[config.mk]
export PLATFORM = sky130hd
export DESIGN_NAME = escape_sequence_decoder
export DESIGN_NICKNAME = d
export VERILOG_FILES = /design/src/rtl/core/esd_pkg.sv /design/src/rtl/core/esd_front.sv /design/src/rtl/core/esd_queue.sv /design/src/rtl/core/esd_back.sv /design/src/rtl/core/escape_sequence_decoder.sv
export SDC_FILE = /design/constraint.sdc
export NUM_CORES = 1
export LEC_CHECK = 0
export CAP_MARGIN = 20
export CORE_ASPECT_RATIO = 0.8
export CORE_MARGIN = 8
export CORE_UTILIZATION = 58
export DETAILED_ROUTE_END_ITERATION = 10
export DONT_BUFFER_PORTS = 1
export PLACE_DENSITY = 0.82
export REMOVE_ABC_BUFFERS = 1
export SYNTH_ARGS = -nofsm -noshare
export SYNTH_HDL_FRONTEND = slang
export SYNTH_SLANG_ARGS = --single-unit
[constraint.sdc]
create_clock -name clk_i -period 3.5 [get_ports clk_i]
set_clock_uncertainty 0.15 [all_clocks]
set_input_delay 0.175 -clock clk_i [delete_from_list [all_inputs] [get_ports clk_i]]
set_output_delay 0.175 -clock clk_i [all_outputs]
set_load 0.005 [all_outputs]
[src/rtl/core/esd_pkg.sv]
`default_nettype none

package esd_pkg;

  // decoder modes, one-hot
  typedef enum logic [5:0] {
    MODE_PLAIN   = 6'b000001,
    MODE_ESC     = 6'b000010,
    MODE_HEX     = 6'b000100,
    MODE_UNI     = 6'b001000,
    MODE_OCT     = 6'b010000,
    MODE_DISCARD = 6'b100000
  } mode_e;

  // result error codes
  typedef enum logic [1:0] {
    ERR_NONE     = 2'd0,
    ERR_TRAILING = 2'd1,
    ERR_FORMAT   = 2'd2
  } err_e;

  localparam logic [7:0] EscReset  = 8'h5C;
  localparam logic [7:0] CharHex   = 8'h78;  // 'x'
  localparam logic [7:0] CharUni   = 8'h75;  // 'u'
  localparam int unsigned QueueDepth = 4;
  localparam int unsigned QueuePtrW  = $clog2(QueueDepth);
  localparam int unsigned QueueCntW  = $clog2(QueueDepth + 1);

  // input request
  typedef struct packed {
    logic [7:0] in_byte;
    logic       in_last;
  } in_req_t;

  // output request
  typedef struct packed {
    logic [7:0] out_byte;
    logic       out_last;
    err_e       error_code;
  } out_req_t;

  // one decoded job between front and back
  typedef struct packed {
    logic [15:0] value;
    logic        utf8;
    logic        last;
    err_e        err;
  } job_t;

  // queue status seen by both ends
  typedef struct packed {
    logic full;
    logic empty;
  } q_stat_t;

  typedef struct packed {
    logic       ok;
    logic [3:0] val;
  } hex_t;

  typedef struct packed {
    logic       ok;
    logic [7:0] val;
  } sesc_t;

  // hex digit, either case
  function automatic hex_t hex_digit(input logic [7:0] c);
    hex_t r;
    r.ok  = 1'b0;
    r.val = 4'd0;
    if (c >= 8'h30 && c <= 8'h39) begin
      r.ok  = 1'b1;
      r.val = c[3:0];
    end else if ((c >= 8'h61 && c <= 8'h66) || (c >= 8'h41 && c <= 8'h46)) begin
      r.ok  = 1'b1;
      r.val = c[3:0] + 4'd9;
    end
    return r;
  endfunction

  // single-character escapes
  function automatic sesc_t single_escape(input logic [7:0] c);
    sesc_t r;
    r.ok  = 1'b1;
    r.val = c;
    case (c)
      8'h20, 8'h22, 8'h27, 8'h3F, 8'h5C: r.val = c;
      8'h61:   r.val = 8'd7;
      8'h62:   r.val = 8'd8;
      8'h66:   r.val = 8'd12;
      8'h6E:   r.val = 8'd10;
      8'h72:   r.val = 8'd13;
      8'h74:   r.val = 8'd9;
      8'h76:   r.val = 8'd11;
      default: r.ok = 1'b0;
    endcase
    return r;
  endfunction

endpackage

`default_nettype wire

[src/rtl/core/esd_front.sv]
`default_nettype none

module esd_front (
  input  wire logic            clk_i,
  input  wire logic            rst_ni,
  input  wire logic            cfg_we_i,
  input  wire logic [7:0]      cfg_wdata_i,
  input  wire logic            in_valid_i,
  output logic                 in_stall_o,
  input  wire esd_pkg::in_req_t in_req_i,
  input  wire esd_pkg::q_stat_t q_stat_i,
  output logic                 push_o,
  output esd_pkg::job_t        job_o
);

  logic [7:0]     esc_q;
  esd_pkg::mode_e mode_q, mode_d;
  logic [1:0]     digits_q, digits_d;
  logic [15:0]    code_q, code_d;

  logic           accept;
  logic           err_hit;
  esd_pkg::err_e  err_kind;
  esd_pkg::hex_t  hex_c;
  esd_pkg::sesc_t sgl_c;
  logic           oct_ok;
  logic [15:0]    hex_code;
  logic [15:0]    oct_code;
  logic [7:0]     c;
  logic           last;

  assign in_stall_o = q_stat_i.full;
  assign accept     = in_valid_i && !q_stat_i.full;
  assign c          = in_req_i.in_byte;
  assign last       = in_req_i.in_last;

  // escape character register
  always_ff @(posedge clk_i or negedge rst_ni) begin
    if (!rst_ni) begin
      esc_q <= esd_pkg::EscReset;
    end else if (cfg_we_i) begin
      esc_q <= cfg_wdata_i;
    end
  end

  // digit classification
  always_comb begin
    hex_c    = esd_pkg::hex_digit(c);
    sgl_c    = esd_pkg::single_escape(c);
    oct_ok   = (c[7:3] == 5'b00110);
    hex_code = {code_q[11:0], hex_c.val};
    oct_code = {7'd0, code_q[5:0], c[2:0]};
  end

  // decode step
  always_comb begin
    mode_d    = mode_q;
    digits_d  = digits_q;
    code_d    = code_q;
    push_o    = 1'b0;
    job_o.value = {8'd0, c};
    job_o.utf8  = 1'b0;
    job_o.last  = last;
    job_o.err   = esd_pkg::ERR_NONE;
    err_hit   = 1'b0;
    err_kind  = esd_pkg::ERR_FORMAT;
    if (accept) begin
      case (mode_q)
        esd_pkg::MODE_PLAIN: begin
          if (c == esc_q) begin
            if (last) begin
              err_hit  = 1'b1;
              err_kind = esd_pkg::ERR_TRAILING;
            end else begin
              mode_d = esd_pkg::MODE_ESC;
            end
          end else begin
            push_o = 1'b1;
          end
        end
        esd_pkg::MODE_ESC: begin
          if (sgl_c.ok) begin
            push_o      = 1'b1;
            job_o.value = {8'd0, sgl_c.val};
            mode_d      = esd_pkg::MODE_PLAIN;
          end else if (c == esd_pkg::CharHex || c == esd_pkg::CharUni) begin
            if (last) begin
              err_hit = 1'b1;
            end else begin
              mode_d   = (c == esd_pkg::CharHex) ? esd_pkg::MODE_HEX : esd_pkg::MODE_UNI;
              digits_d = 2'd0;
              code_d   = 16'd0;
            end
          end else if (!oct_ok || last) begin
            err_hit = 1'b1;
          end else begin
            mode_d   = esd_pkg::MODE_OCT;
            digits_d = 2'd1;
            code_d   = {13'd0, c[2:0]};
          end
        end
        esd_pkg::MODE_HEX, esd_pkg::MODE_UNI: begin
          if (!hex_c.ok) begin
            err_hit = 1'b1;
          end else if (mode_q == esd_pkg::MODE_HEX && digits_q == 2'd1) begin
            push_o      = 1'b1;
            job_o.value = hex_code;
            mode_d      = esd_pkg::MODE_PLAIN;
            digits_d    = 2'd0;
            code_d      = hex_code;
          end else if (mode_q == esd_pkg::MODE_UNI && digits_q == 2'd3) begin
            push_o      = 1'b1;
            job_o.value = hex_code;
            job_o.utf8  = 1'b1;
            mode_d      = esd_pkg::MODE_PLAIN;
            digits_d    = 2'd0;
            code_d      = hex_code;
          end else if (last) begin
            err_hit = 1'b1;
          end else begin
            digits_d = digits_q + 2'd1;
            code_d   = hex_code;
          end
        end
        esd_pkg::MODE_OCT: begin
          if (!oct_ok) begin
            err_hit = 1'b1;
          end else if (digits_q == 2'd2) begin
            push_o      = 1'b1;
            job_o.value = oct_code;
            mode_d      = esd_pkg::MODE_PLAIN;
            digits_d    = 2'd0;
            code_d      = oct_code;
          end else if (last) begin
            err_hit = 1'b1;
          end else begin
            digits_d = digits_q + 2'd1;
            code_d   = oct_code;
          end
        end
        esd_pkg::MODE_DISCARD: begin
          if (last) begin
            mode_d = esd_pkg::MODE_PLAIN;
          end
        end
        default: begin
          mode_d = esd_pkg::MODE_PLAIN;
        end
      endcase
    end

    // error result, then drop the rest of the argument
    if (err_hit) begin
      push_o      = 1'b1;
      job_o.value = 16'd0;
      job_o.utf8  = 1'b0;
      job_o.last  = 1'b1;
      job_o.err   = err_kind;
      mode_d      = last ? esd_pkg::MODE_PLAIN : esd_pkg::MODE_DISCARD;
      digits_d    = 2'd0;
      code_d      = 16'd0;
    end
  end

  // decoder state
  always_ff @(posedge clk_i or negedge rst_ni) begin
    if (!rst_ni) begin
      mode_q   <= esd_pkg::MODE_PLAIN;
      digits_q <= 2'd0;
      code_q   <= 16'd0;
    end else begin
      mode_q   <= mode_d;
      digits_q <= digits_d;
      code_q   <= code_d;
    end
  end

endmodule

`default_nettype wire

[src/rtl/core/esd_queue.sv]
`default_nettype none

module esd_queue (
  input  wire logic           clk_i,
  input  wire logic           rst_ni,
  input  wire logic           push_i,
  input  wire esd_pkg::job_t  push_data_i,
  input  wire logic           pop_i,
  output esd_pkg::job_t       head_o,
  output esd_pkg::q_stat_t    stat_o
);

  esd_pkg::job_t                      mem_q [esd_pkg::QueueDepth];
  logic [esd_pkg::QueuePtrW-1:0]      wr_ptr_q, rd_ptr_q;
  logic [esd_pkg::QueueCntW-1:0]      cnt_q, cnt_d;
  logic                               do_push, do_pop;

  assign stat_o.full  = (cnt_q == esd_pkg::QueueCntW'(esd_pkg::QueueDepth));
  assign stat_o.empty = (cnt_q == '0);
  assign do_push      = push_i && !stat_o.full;
  assign do_pop       = pop_i && !stat_o.empty;
  assign head_o       = mem_q[rd_ptr_q];

  // occupancy
  always_comb begin
    cnt_d = cnt_q;
    if (do_push && !do_pop) begin
      cnt_d = cnt_q + 1'b1;
    end else if (do_pop && !do_push) begin
      cnt_d = cnt_q - 1'b1;
    end
  end

  // pointers
  always_ff @(posedge clk_i or negedge rst_ni) begin
    if (!rst_ni) begin
      wr_ptr_q <= '0;
      rd_ptr_q <= '0;
      cnt_q    <= '0;
    end else begin
      if (do_push) begin
        wr_ptr_q <= wr_ptr_q + 1'b1;
      end
      if (do_pop) begin
        rd_ptr_q <= rd_ptr_q + 1'b1;
      end
      cnt_q <= cnt_d;
    end
  end

  // job storage
  always_ff @(posedge clk_i) begin
    if (do_push) begin
      mem_q[wr_ptr_q] <= push_data_i;
    end
  end

endmodule

`default_nettype wire

[src/rtl/core/esd_back.sv]
`default_nettype none

module esd_back (
  input  wire logic             clk_i,
  input  wire logic             rst_ni,
  input  wire esd_pkg::job_t    head_i,
  input  wire esd_pkg::q_stat_t q_stat_i,
  output logic                  pop_o,
  output logic                  out_valid_o,
  input  wire logic             out_stall_i,
  output esd_pkg::out_req_t     out_req_o
);

  logic              out_valid_q;
  esd_pkg::out_req_t out_q, out_d;
  logic [1:0]        idx_q;
  logic [1:0]        last_idx;
  logic              load, take;
  logic [15:0]       v;

  assign v           = head_i.value;
  assign load        = !out_valid_q || !out_stall_i;
  assign take        = load && !q_stat_i.empty;
  assign pop_o       = take && (idx_q == last_idx);
  assign out_valid_o = out_valid_q;
  assign out_req_o   = out_q;

  // last byte index of the head job
  always_comb begin
    if (!head_i.utf8 || v < 16'h0080) begin
      last_idx = 2'd0;
    end else if (v < 16'h0800) begin
      last_idx = 2'd1;
    end else begin
      last_idx = 2'd2;
    end
  end

  // select the current byte of the expansion
  always_comb begin
    out_d.out_last   = head_i.last && (idx_q == last_idx);
    out_d.error_code = head_i.err;
    out_d.out_byte   = v[7:0];
    case (last_idx)
      2'd1: begin
        out_d.out_byte = (idx_q == 2'd0) ? {3'b110, v[10:6]} : {2'b10, v[5:0]};
      end
      2'd2: begin
        case (idx_q)
          2'd0:    out_d.out_byte = {4'b1110, v[15:12]};
          2'd1:    out_d.out_byte = {2'b10, v[11:6]};
          default: out_d.out_byte = {2'b10, v[5:0]};
        endcase
      end
      default: begin
        out_d.out_byte = v[7:0];
      end
    endcase
  end

  // output register and byte index
  always_ff @(posedge clk_i or negedge rst_ni) begin
    if (!rst_ni) begin
      out_valid_q <= 1'b0;
      idx_q       <= 2'd0;
    end else if (load) begin
      out_valid_q <= take;
      if (take) begin
        idx_q <= (idx_q == last_idx) ? 2'd0 : idx_q + 2'd1;
      end
    end
  end

  always_ff @(posedge clk_i) begin
    if (take) begin
      out_q <= out_d;
    end
  end

endmodule

`default_nettype wire

[src/rtl/core/escape_sequence_decoder.sv]
`default_nettype none

// Escape sequence decoder: takes one argument byte per cycle (in_last on its final
// byte) and returns the decoded bytes, with \x, \u (as 1 to 3 UTF-8 bytes), octal
// and single-character escapes, and one error result for a malformed sequence.
// A byte is accepted every cycle while the four-entry job queue has room; each
// result passes through the job queue into the output register. The output side
// gives one byte per cycle while out_stall_i is low; a \u value of two or three
// bytes holds the output while the queue absorbs input. The user must write the
// escape character via cfg_we_i/cfg_wdata_i while idle; the block doesn't check.

module escape_sequence_decoder (
  input  wire logic              clk_i,
  input  wire logic              rst_ni,
  input  wire logic              cfg_we_i,
  input  wire logic [7:0]        cfg_wdata_i,
  input  wire logic              in_valid_i,
  output logic                   in_stall_o,
  input  wire esd_pkg::in_req_t  in_req_i,
  output logic                   out_valid_o,
  input  wire logic              out_stall_i,
  output esd_pkg::out_req_t      out_req_o
);

  logic             push, pop;
  esd_pkg::job_t    push_job, head_job;
  esd_pkg::q_stat_t q_stat;

  // classify and decode input bytes
  esd_front u_front (
    .clk_i       (clk_i),
    .rst_ni      (rst_ni),
    .cfg_we_i    (cfg_we_i),
    .cfg_wdata_i (cfg_wdata_i),
    .in_valid_i  (in_valid_i),
    .in_stall_o  (in_stall_o),
    .in_req_i    (in_req_i),
    .q_stat_i    (q_stat),
    .push_o      (push),
    .job_o       (push_job)
  );

  // job queue
  esd_queue u_queue (
    .clk_i       (clk_i),
    .rst_ni      (rst_ni),
    .push_i      (push),
    .push_data_i (push_job),
    .pop_i       (pop),
    .head_o      (head_job),
    .stat_o      (q_stat)
  );

  // emit result bytes
  esd_back u_back (
    .clk_i       (clk_i),
    .rst_ni      (rst_ni),
    .head_i      (head_job),
    .q_stat_i    (q_stat),
    .pop_o       (pop),
    .out_valid_o (out_valid_o),
    .out_stall_i (out_stall_i),
    .out_req_o   (out_req_o)
  );

endmodule

`default_nettype wire

=== Word level (Yosys, flattened, before mapping) ===
Memories as Yosys holds them, arrays and structs flattened.
Index checks and enable logic that the tools add are counted.

* Flip-flop bits (word level): 49
* Bits in latches: 0
* RAM bits: 80
* Bits in read-only memories: 0
* Bits of input ports: 22
* Output and inout bits: 13
* Logic and storage cells: 204
* Memories: 1

* $add $sub $neg: 7
* Multipliers: 0
* Divide/modulo/power cells: 0
* Magnitude comparators: 8
* Equal/unequal tests: 44
* Shifts and indexed selects: 0
* Muxes and demuxes: 95
* Bitwise operators: 0
* Reductions and logical operators: 37

{| class="wikitable"
|+ Memory list
! memory !! depth !! width !! read ports !! clocked after Yosys merged registers in !! write ports !! RTL line !! text
|-
| u_queue.mem_q || 4 || 20 || 1 || 0 || 1 || esd_queue.sv:13 || <nowiki>esd_pkg::job_t mem_q [esd_pkg::QueueDepth];</nowiki>
|}

{| class="wikitable"
|+ Operator list
! kind !! number
|-
| 12-bit 2-to-1 mux || 13
|-
| 6-bit 2-to-1 mux || 15
|-
| 8-bit by 7-bit equality test with 1-bit output, second input constant || 10
|-
| 8-bit case mux with 7 select lines || 1
|-
| 17-bit 2-to-1 mux || 3
|-
| 16-bit case mux with 3 select lines || 1
|-
| 2-bit 2-to-1 mux || 19
|-
| 12-bit case mux with 3 select lines || 1
|-
| 8-bit by 6-bit equality test with 1-bit output, second input constant || 4
|-
| 16-bit 2-to-1 mux || 2
|-
| 6-bit case mux with 5 select lines || 1
|-
| 1-bit 2-to-1 mux || 25
|-
| 20-bit 2-to-1 mux || 1
|-
| 8-bit by 7-bit greater-or-equal comparator with 1-bit output, second input constant || 2
|-
| 8-bit by 7-bit less-or-equal comparator with 1-bit output, second input constant || 2
|-
| 16-bit by 12-bit < comparator with 1-bit output, second input constant || 1
|-
| 16-bit by 8-bit < comparator with 1-bit output, second input constant || 1
|-
| 8-bit case mux with 2 select lines || 1
|-
| 7-bit case mux with 2 select lines || 1
|-
| 1-bit logical AND || 13
|-
| 3-bit by 1-bit != test with 1-bit output, second input constant || 4
|-
| 12-bit OR reduction || 1
|-
| 5-bit 2-to-1 mux || 2
|-
| 5-bit by 2-bit != test with 1-bit output, second input constant || 2
|-
| other kinds (41) || 65
|}

=== Longest topological paths before layout ===
* Depth in word-level cells: 14
* Mapped depth: 15

=== Cells and area by module ===
Synthesis repeated with hierarchy kept, for this count alone.

* Cells, all modules: 539
* Area, all modules: 6862.8 um^2

{| class="wikitable"
|+ Modules (own cells, without submodules)
! module !! instances !! cells each !! area each (um^2) !! sequential area each (um^2)
|-
| esd_queue || 1 || 140 || 3384.5 || 2577.5
|-
| esd_front || 1 || 323 || 2632.5 || 706.9
|-
| esd_back || 1 || 76 || 845.8 || 405.4
|}

=== Least setup slack after synthesis ===
Ideal clock, no wire load.

* Path kind: reg-to-reg
* Start point: register u_queue.rd_ptr_q[0] (netlist bit)
* End point: register u_queue.cnt_q[1] (netlist bit)
* Setup time: 0.125 ns
* Arrival time: 3.170 ns
* Data required time: 3.225 ns
* Path slack: 0.055 ns
* Cell stages (with the launch flop): 11
* Buffers on the path: 0
* Period minus slack after synthesis: 3.445 ns
* Cells stage by stage: dfrtp_1 > mux4_1 > or4_4 > nor2_8 > a21oi_4 > o32ai_2 > nand2_2 > ha_1 > inv_1 > fa_1 > mux2_2

* Cells in the longest elaborated chain, start to end: 10
* Elaborated cells on any way between the ends: 15

{| class="wikitable"
|+ Ends and longest elaborated chain
! element !! RTL line !! text
|-
| start: declaration || esd_queue.sv:14 || <nowiki>logic [esd_pkg::QueuePtrW-1:0] wr_ptr_q, rd_ptr_q;</nowiki>
|-
| start signal: assignment || esd_queue.sv:45 || <nowiki>rd_ptr_q <= rd_ptr_q + 1'b1;</nowiki>
|-
| memory read 4 x 20 bit (*) || -- ||
|-
| 16-bit by 12-bit < comparator with 1-bit output (tied with other cells) || esd_back.sv:32 || <nowiki>end else if (v < 16'h0800) begin</nowiki>
|-
| 2-bit 2-to-1 mux or 1-bit logical OR (tied branches) || esd_back.sv:32, esd_back.sv:30 ||
|-
| 2-bit 2-to-1 mux (*) || esd_back.sv:30 || <nowiki>if (!head_i.utf8 || v < 16'h0080) begin</nowiki>
|-
| 2-bit equality test (*) || esd_back.sv:24 || <nowiki>assign pop_o = take && (idx_q == last_idx);</nowiki>
|-
| 1-bit logical AND (*) || esd_back.sv:24 ||
|-
| 1-bit logical AND (*) || esd_queue.sv:21 || <nowiki>assign do_pop = pop_i && !stat_o.empty;</nowiki>
|-
| 1-bit logical NOT (*) || esd_queue.sv:27 || <nowiki>if (do_push && !do_pop) begin</nowiki>
|-
| 1-bit logical AND (*) || esd_queue.sv:27 ||
|-
| 3-bit 2-to-1 mux (*) || esd_queue.sv:27 ||
|-
| via u_queue.cnt_d (one bit) || esd_queue.sv:15 || <nowiki>logic [esd_pkg::QueueCntW-1:0] cnt_q, cnt_d;</nowiki>
|-
| end signal: assignment || esd_queue.sv:47 || <nowiki>cnt_q <= cnt_d;</nowiki>
|-
| end: declaration || esd_queue.sv:15 ||
|}

Mark *: on every way through the listed nets, which the timed path passes. The rest lies on a longest branch.
A chain may end at the register's enable or synchronous reset.

=== Worst setup path after layout ===
* Start point: register u_queue.rd_ptr_q[0] (netlist bit)
* End point: register u_queue.cnt_q[2] (netlist bit)

* Cells in the longest elaborated chain, start to end: 10
* Elaborated cells on any way between the ends: 15

{| class="wikitable"
|+ Ends and longest elaborated chain
! element !! RTL line
|-
| memory read 4 x 20 bit (*) || --
|-
| 16-bit by 12-bit < comparator with 1-bit output (tied with other cells) || esd_back.sv:32
|-
| 2-bit 2-to-1 mux or 1-bit logical OR (tied branches) || esd_back.sv:32, esd_back.sv:30
|-
| 2-bit 2-to-1 mux (*) || esd_back.sv:30
|-
| 2-bit equality test (*) || esd_back.sv:24
|-
| 1-bit logical AND (*) || esd_back.sv:24
|-
| 1-bit logical AND (*) || esd_queue.sv:21
|-
| 1-bit logical NOT || esd_queue.sv:27
|-
| 1-bit logical AND || esd_queue.sv:27
|-
| 3-bit 2-to-1 mux or 2-bit nonzero test (tied branches) || --
|}

Every way passes the cells marked *; elsewhere a longest branch is shown, timed or not.

==> summary by stage <==
Run status
The run finished, with violations left. The checks that failed: negative setup slack.

Clock network
The root buffer cell is sky130_fd_sc_hd__clkbuf_16. CTS built an H-tree with a depth of 4. The number of clock buffers inserted by TritonCTS is 17. The insertion delay to the later sink of the worst-skew pair is 0.42 ns. The largest buffer count on any clock path is 2. The clock-pin slew on the worst setup and hold paths is 0.06 ns. Clock tree synthesis found a total of 129 sinks. The TritonCTS clock tree is built.

Worst setup path
For the worst setup path, the data required time is 3.68 ns. The worst register-to-register path has a depth of 13. The worst flop-to-flop path endpoint is u_queue.cnt_q[2].

STA classifies the critical path startpoint as a flop. The launch instance of the worst register-to-register path is u_queue.rd_ptr_q[0]. The worst reg-to-reg setup slack is -0.006 ns. In this run the worst path has a maximum fanout of 5. The arrival time of the worst setup path is 3.68 ns. The worst setup path is captured at a flop. The worst setup path is of the flop to flop kind.

Drt
The average vias per placed instance is 6.373. After detailed routing, the total wire length is 15170 um. In the routed design, unresolved DRC markers number 0. The number of DRC markers in iteration 0 is 453. The routed length per instance is 21.33 um.

The count of nets left with antenna violations once routing finished came out at 0. The total number of vias is 4531. The first TritonRoute pass finished after 5 iterations.

Synthesis
The number of flops mapped to enable cells by yosys is 91. The gate count after technology mapping is 497. The area share of the largest cell type after synthesis is 0.4200. In the synthesized netlist the dominant register cell turns out to be sky130_fd_sc_hd__edfxtp_1. The average instance area after synthesis is 13.09 sq um.

The share of synthesized area occupied by flip-flops and latches is 0.5671. Yosys printed 0 warnings. The netlist uses 78 different library cells. In this run the cell area of the synthesized design comes to 6506 sq um. For this run, asynchronously set or reset flops after synthesis account for 0.2946. By area the synthesized netlist is led by sky130_fd_sc_hd__edfxtp_1 (42%), sky130_fd_sc_hd__dfrtp_1 (13%), sky130_fd_sc_hd__mux4_2 (5.9%). The synthesized flop and latch total is 129. The cell taking the most area after synthesis is sky130_fd_sc_hd__edfxtp_1.

Place
The worst slack at placement is 0.02491 ns. Once placement finished, the instance area stood at 6803 sq um. The final weighted congestion of routability-driven global placement is 0.9427. In this run the tool buffered the top-level ports with 0 buffer cells.

The total half-perimeter wirelength after legalization and detailed placement is 9973 um.

Pwr
The worst vdd rail ir drop is 0.3575 mV. The total leakage power is 2.810 nW. Power spread over the standard cell area amounts to 760.3 nW/um^2.

STA
The number of max-slew violations in the final report was 0. The routed design could run at a clock period as short as 3.506 ns. The hold violation total from the final report is 0. In the finished design, the share of the clock period the worst path needs comes to 1.002. For this run, the top clock speed supported by timing is 285.2 MHz. Summed over all failing endpoints, the final setup total negative slack is -0.006286 ns. The pin slew with the least headroom to its limit is 0.8224 ns. Setup violations remaining at the end of the flow were counted as 1.

The remaining max-slew budget at the tightest pin is 0.4467. In the post-route analysis, the smallest setup slack over all paths is -0.006286 ns. Setup repair after global routing could not meet its margin everywhere.

Finish
In the final layout, the share of cells above drive strength 1 is 0.2205. The number of nets at the end of the flow is 591. The filler cells instantiated in the layout total 755. 0 antenna diodes ended up in the layout.

The sequential standard cell area is 3692 sq um. The area of combinational cells with multiple inputs is 2653 sq um. The post-route cell area is 7755 sq um.

The synthesis-to-layout area growth is 19.19%.

GRT
The first global-routing pass estimated 24610 um of wire. In the global route stage, overall resource usage came out at 0.2109. The via count of the first global-routing pass is 4687. The total overflow left after global routing is 0. The number of antenna violations at the first check in global routing came to 0.

The largest net degree at the start of global routing is 39.

Hold path
The endpoint with the worst hold slack is u_front.code_q[2]. The worst hold path was traced through 4 stages. The path category of the worst min-delay check is input port to flop. In this run the most critical hold path is launched from in_req_i[3].

Die
For this configuration, the core starts out at a cell density of 0.5974. The die footprint is 14880 sq um. The die height is 110.7 um. The core region is 10890 sq um. The floorplan row count is 34. 35 I/O pins were placed.

The floorplan step set the die width to 134.4 um.

Flow run
Across the run, the number of max-cap violations was 0.
-- sequential cells by signal, summed over array words and instances, names as in the netlist, 2 cells and up --
register,flops
u_queue.mem_q,80
u_front.code_q,12
u_back.out_req_o,11
u_front.esc_q,8
u_front.mode_q,6
u_queue.cnt_q,3
u_back.idx_q,2
u_front.digits_q,2
u_queue.rd_ptr_q,2
u_queue.wr_ptr_q,2
-- what timing repair did --
action                                 CTS  global route
setup buffers                            2             7
hold buffers                            28             0
setup endpoints to repair                2             2
gates resized for setup                  5             8
pin swaps                                1             9
endpoints found under the hold margin   86             0
-- critical path, cell delays in order (launching register included) --
cell	delay, ns
sky130_fd_sc_hd__dfrtp_2	0.42
sky130_fd_sc_hd__buf_6	0.13
sky130_fd_sc_hd__mux4_2	0.52
sky130_fd_sc_hd__or4_4	0.57
sky130_fd_sc_hd__nor2_8	0.17
sky130_fd_sc_hd__mux2i_4	0.26
sky130_fd_sc_hd__o32ai_4	0.11
sky130_fd_sc_hd__nand2_2	0.11
sky130_fd_sc_hd__ha_4	0.14
sky130_fd_sc_hd__inv_2	0.04
sky130_fd_sc_hd__fa_2	0.35
sky130_fd_sc_hd__xor2_1	0.14
sky130_fd_sc_hd__nor2_1	0.12
sky130_fd_sc_hd__xor2_1	0.17
-- synth_stat cells, types with 4 or more instances --
| master | number |
|---|---|
| sky130_fd_sc_hd__edfxtp_1 | 91 |
| sky130_fd_sc_hd__dfrtp_1 | 33 |
| sky130_fd_sc_hd__a21oi_1 | 29 |
| sky130_fd_sc_hd__nand2_1 | 24 |
| sky130_fd_sc_hd__inv_1 | 20 |
| sky130_fd_sc_hd__o21ai_0 | 20 |
| sky130_fd_sc_hd__nor2_1 | 19 |
| sky130_fd_sc_hd__mux4_2 | 17 |
| sky130_fd_sc_hd__clkbuf_1 | 14 |
| sky130_fd_sc_hd__ha_1 | 14 |
| sky130_fd_sc_hd__a22oi_1 | 12 |
| sky130_fd_sc_hd__mux2_2 | 11 |
| sky130_fd_sc_hd__nand3_1 | 11 |
| sky130_fd_sc_hd__xor2_1 | 11 |
| sky130_fd_sc_hd__and3_1 | 10 |
| sky130_fd_sc_hd__nor3_1 | 10 |
| sky130_fd_sc_hd__buf_2 | 9 |
| sky130_fd_sc_hd__nand2b_1 | 9 |
| sky130_fd_sc_hd__and2_1 | 8 |
| sky130_fd_sc_hd__nor2b_1 | 7 |
| sky130_fd_sc_hd__o2bb2ai_1 | 7 |
| sky130_fd_sc_hd__a211oi_1 | 6 |
| sky130_fd_sc_hd__nand3b_1 | 6 |
| sky130_fd_sc_hd__a21o_1 | 5 |
| sky130_fd_sc_hd__dfstp_2 | 5 |
| sky130_fd_sc_hd__nor3b_1 | 5 |
| sky130_fd_sc_hd__nor4_1 | 4 |
| sky130_fd_sc_hd__o22ai_1 | 4 |
| sky130_fd_sc_hd__xnor2_1 | 4 |
-- power breakdown --
group,internal [W],switching [W]
Sequential,0.00203,0.000236
Combinational,0.000916,0.00104
Clock,0.000985,0.000686
-- area by class of cell --
class	instances	share of cell area
repair buffers	63	0.07664
inverters	20	0.009681
flip-flops and latches	129	0.4761
clock inverters	14	0.01694
well taps	144	0.02323
multi-input cells	323	0.3420
clock buffers	18	0.05534
-- kinds of logic (layout without fill, tap and decap cells) --
group / after synthesis / count (layout) / share of synthesized area
xor+xnor: 15 / 15 / 0.02019
flops: 129 / 129 / 0.5671
fa+ha+maj: 15 / 15 / 0.03000
mux: 34 / 34 / 0.09462
simple gates: 139 / 139 / 0.1271
buf+inv: 45 / 115 / 0.02942
compound gates: 120 / 120 / 0.1315
-- through the flow --
| stage | total power (W) | util | cells | hold slack [ns] |
|---|---|---|---|---|
| 3_5_place_dp | 0.004015 | 0.6247 | 642 | -0.2692 |
| 2_1_floorplan | 0.003461 | - | 472 | -0.2706 |
| 5_1_grt | 0.006188 | 0.7121 | 711 | 0.03406 |
| 3_3_place_gp | 0.003917 | 0.6247 | 642 | -0.2692 |
| 4_1_cts | 0.005776 | 0.7036 | 704 | 0.01073 |
| 6_report | 0.005896 | 0.7121 | 711 | 0.03311 |
-- cells in the final DEF (no fill, tap or decap), types with 12 or more instances in the layout --
| master | Yosys | final |
|---|---|---|
| sky130_fd_sc_hd__o21ai_0 | 20 | 20 |
| sky130_fd_sc_hd__a21oi_1 | 29 | 29 |
| sky130_fd_sc_hd__a22oi_1 | 12 | 12 |
| sky130_fd_sc_hd__buf_4 | 1 | 31 |
| sky130_fd_sc_hd__clkbuf_16 | 0 | 17 |
| sky130_fd_sc_hd__dfrtp_1 | 33 | 31 |
| sky130_fd_sc_hd__ha_1 | 14 | 13 |
| sky130_fd_sc_hd__inv_1 | 20 | 19 |
| sky130_fd_sc_hd__nor2_1 | 19 | 19 |
| sky130_fd_sc_hd__edfxtp_1 | 91 | 91 |
| sky130_fd_sc_hd__mux4_2 | 17 | 20 |
| sky130_fd_sc_hd__nand2_1 | 24 | 24 |
| sky130_fd_sc_hd__dlygate4sd3_1 | 0 | 27 |
-- worst max path at each step --
stage | start | to | slack, ns | depth (start not counted)
after detailed placement | u_queue.rd_ptr_q[0] | u_queue.cnt_q[1] | 0.02 | 10
after global placement | u_queue.rd_ptr_q[0] | u_queue.cnt_q[2] | 0.09 | 12
final | u_queue.rd_ptr_q[0] | u_queue.cnt_q[2] | -0.006 | 13
after CTS | u_queue.rd_ptr_q[0] | u_queue.cnt_q[1] | 0.001 | 11
after global routing | u_queue.rd_ptr_q[0] | u_queue.cnt_q[2] | -0.14 | 13
after floorplan | u_queue.rd_ptr_q[0] | u_queue.cnt_q[1] | -0.63 | 10
-- routing by layer --
layer	GRT usage	up-vias	share of wire	routed length (um)
li1	-	2040	-	-
met1	0.2670	2235	0.43	6450
met2	0.3364	231	0.48	7319
met3	0.06431	25	0.078	1185
met4	0.07319	0	0.014	212
met5	0	-	0	0
No activity file was read; power rests on OpenSTA's default activity.
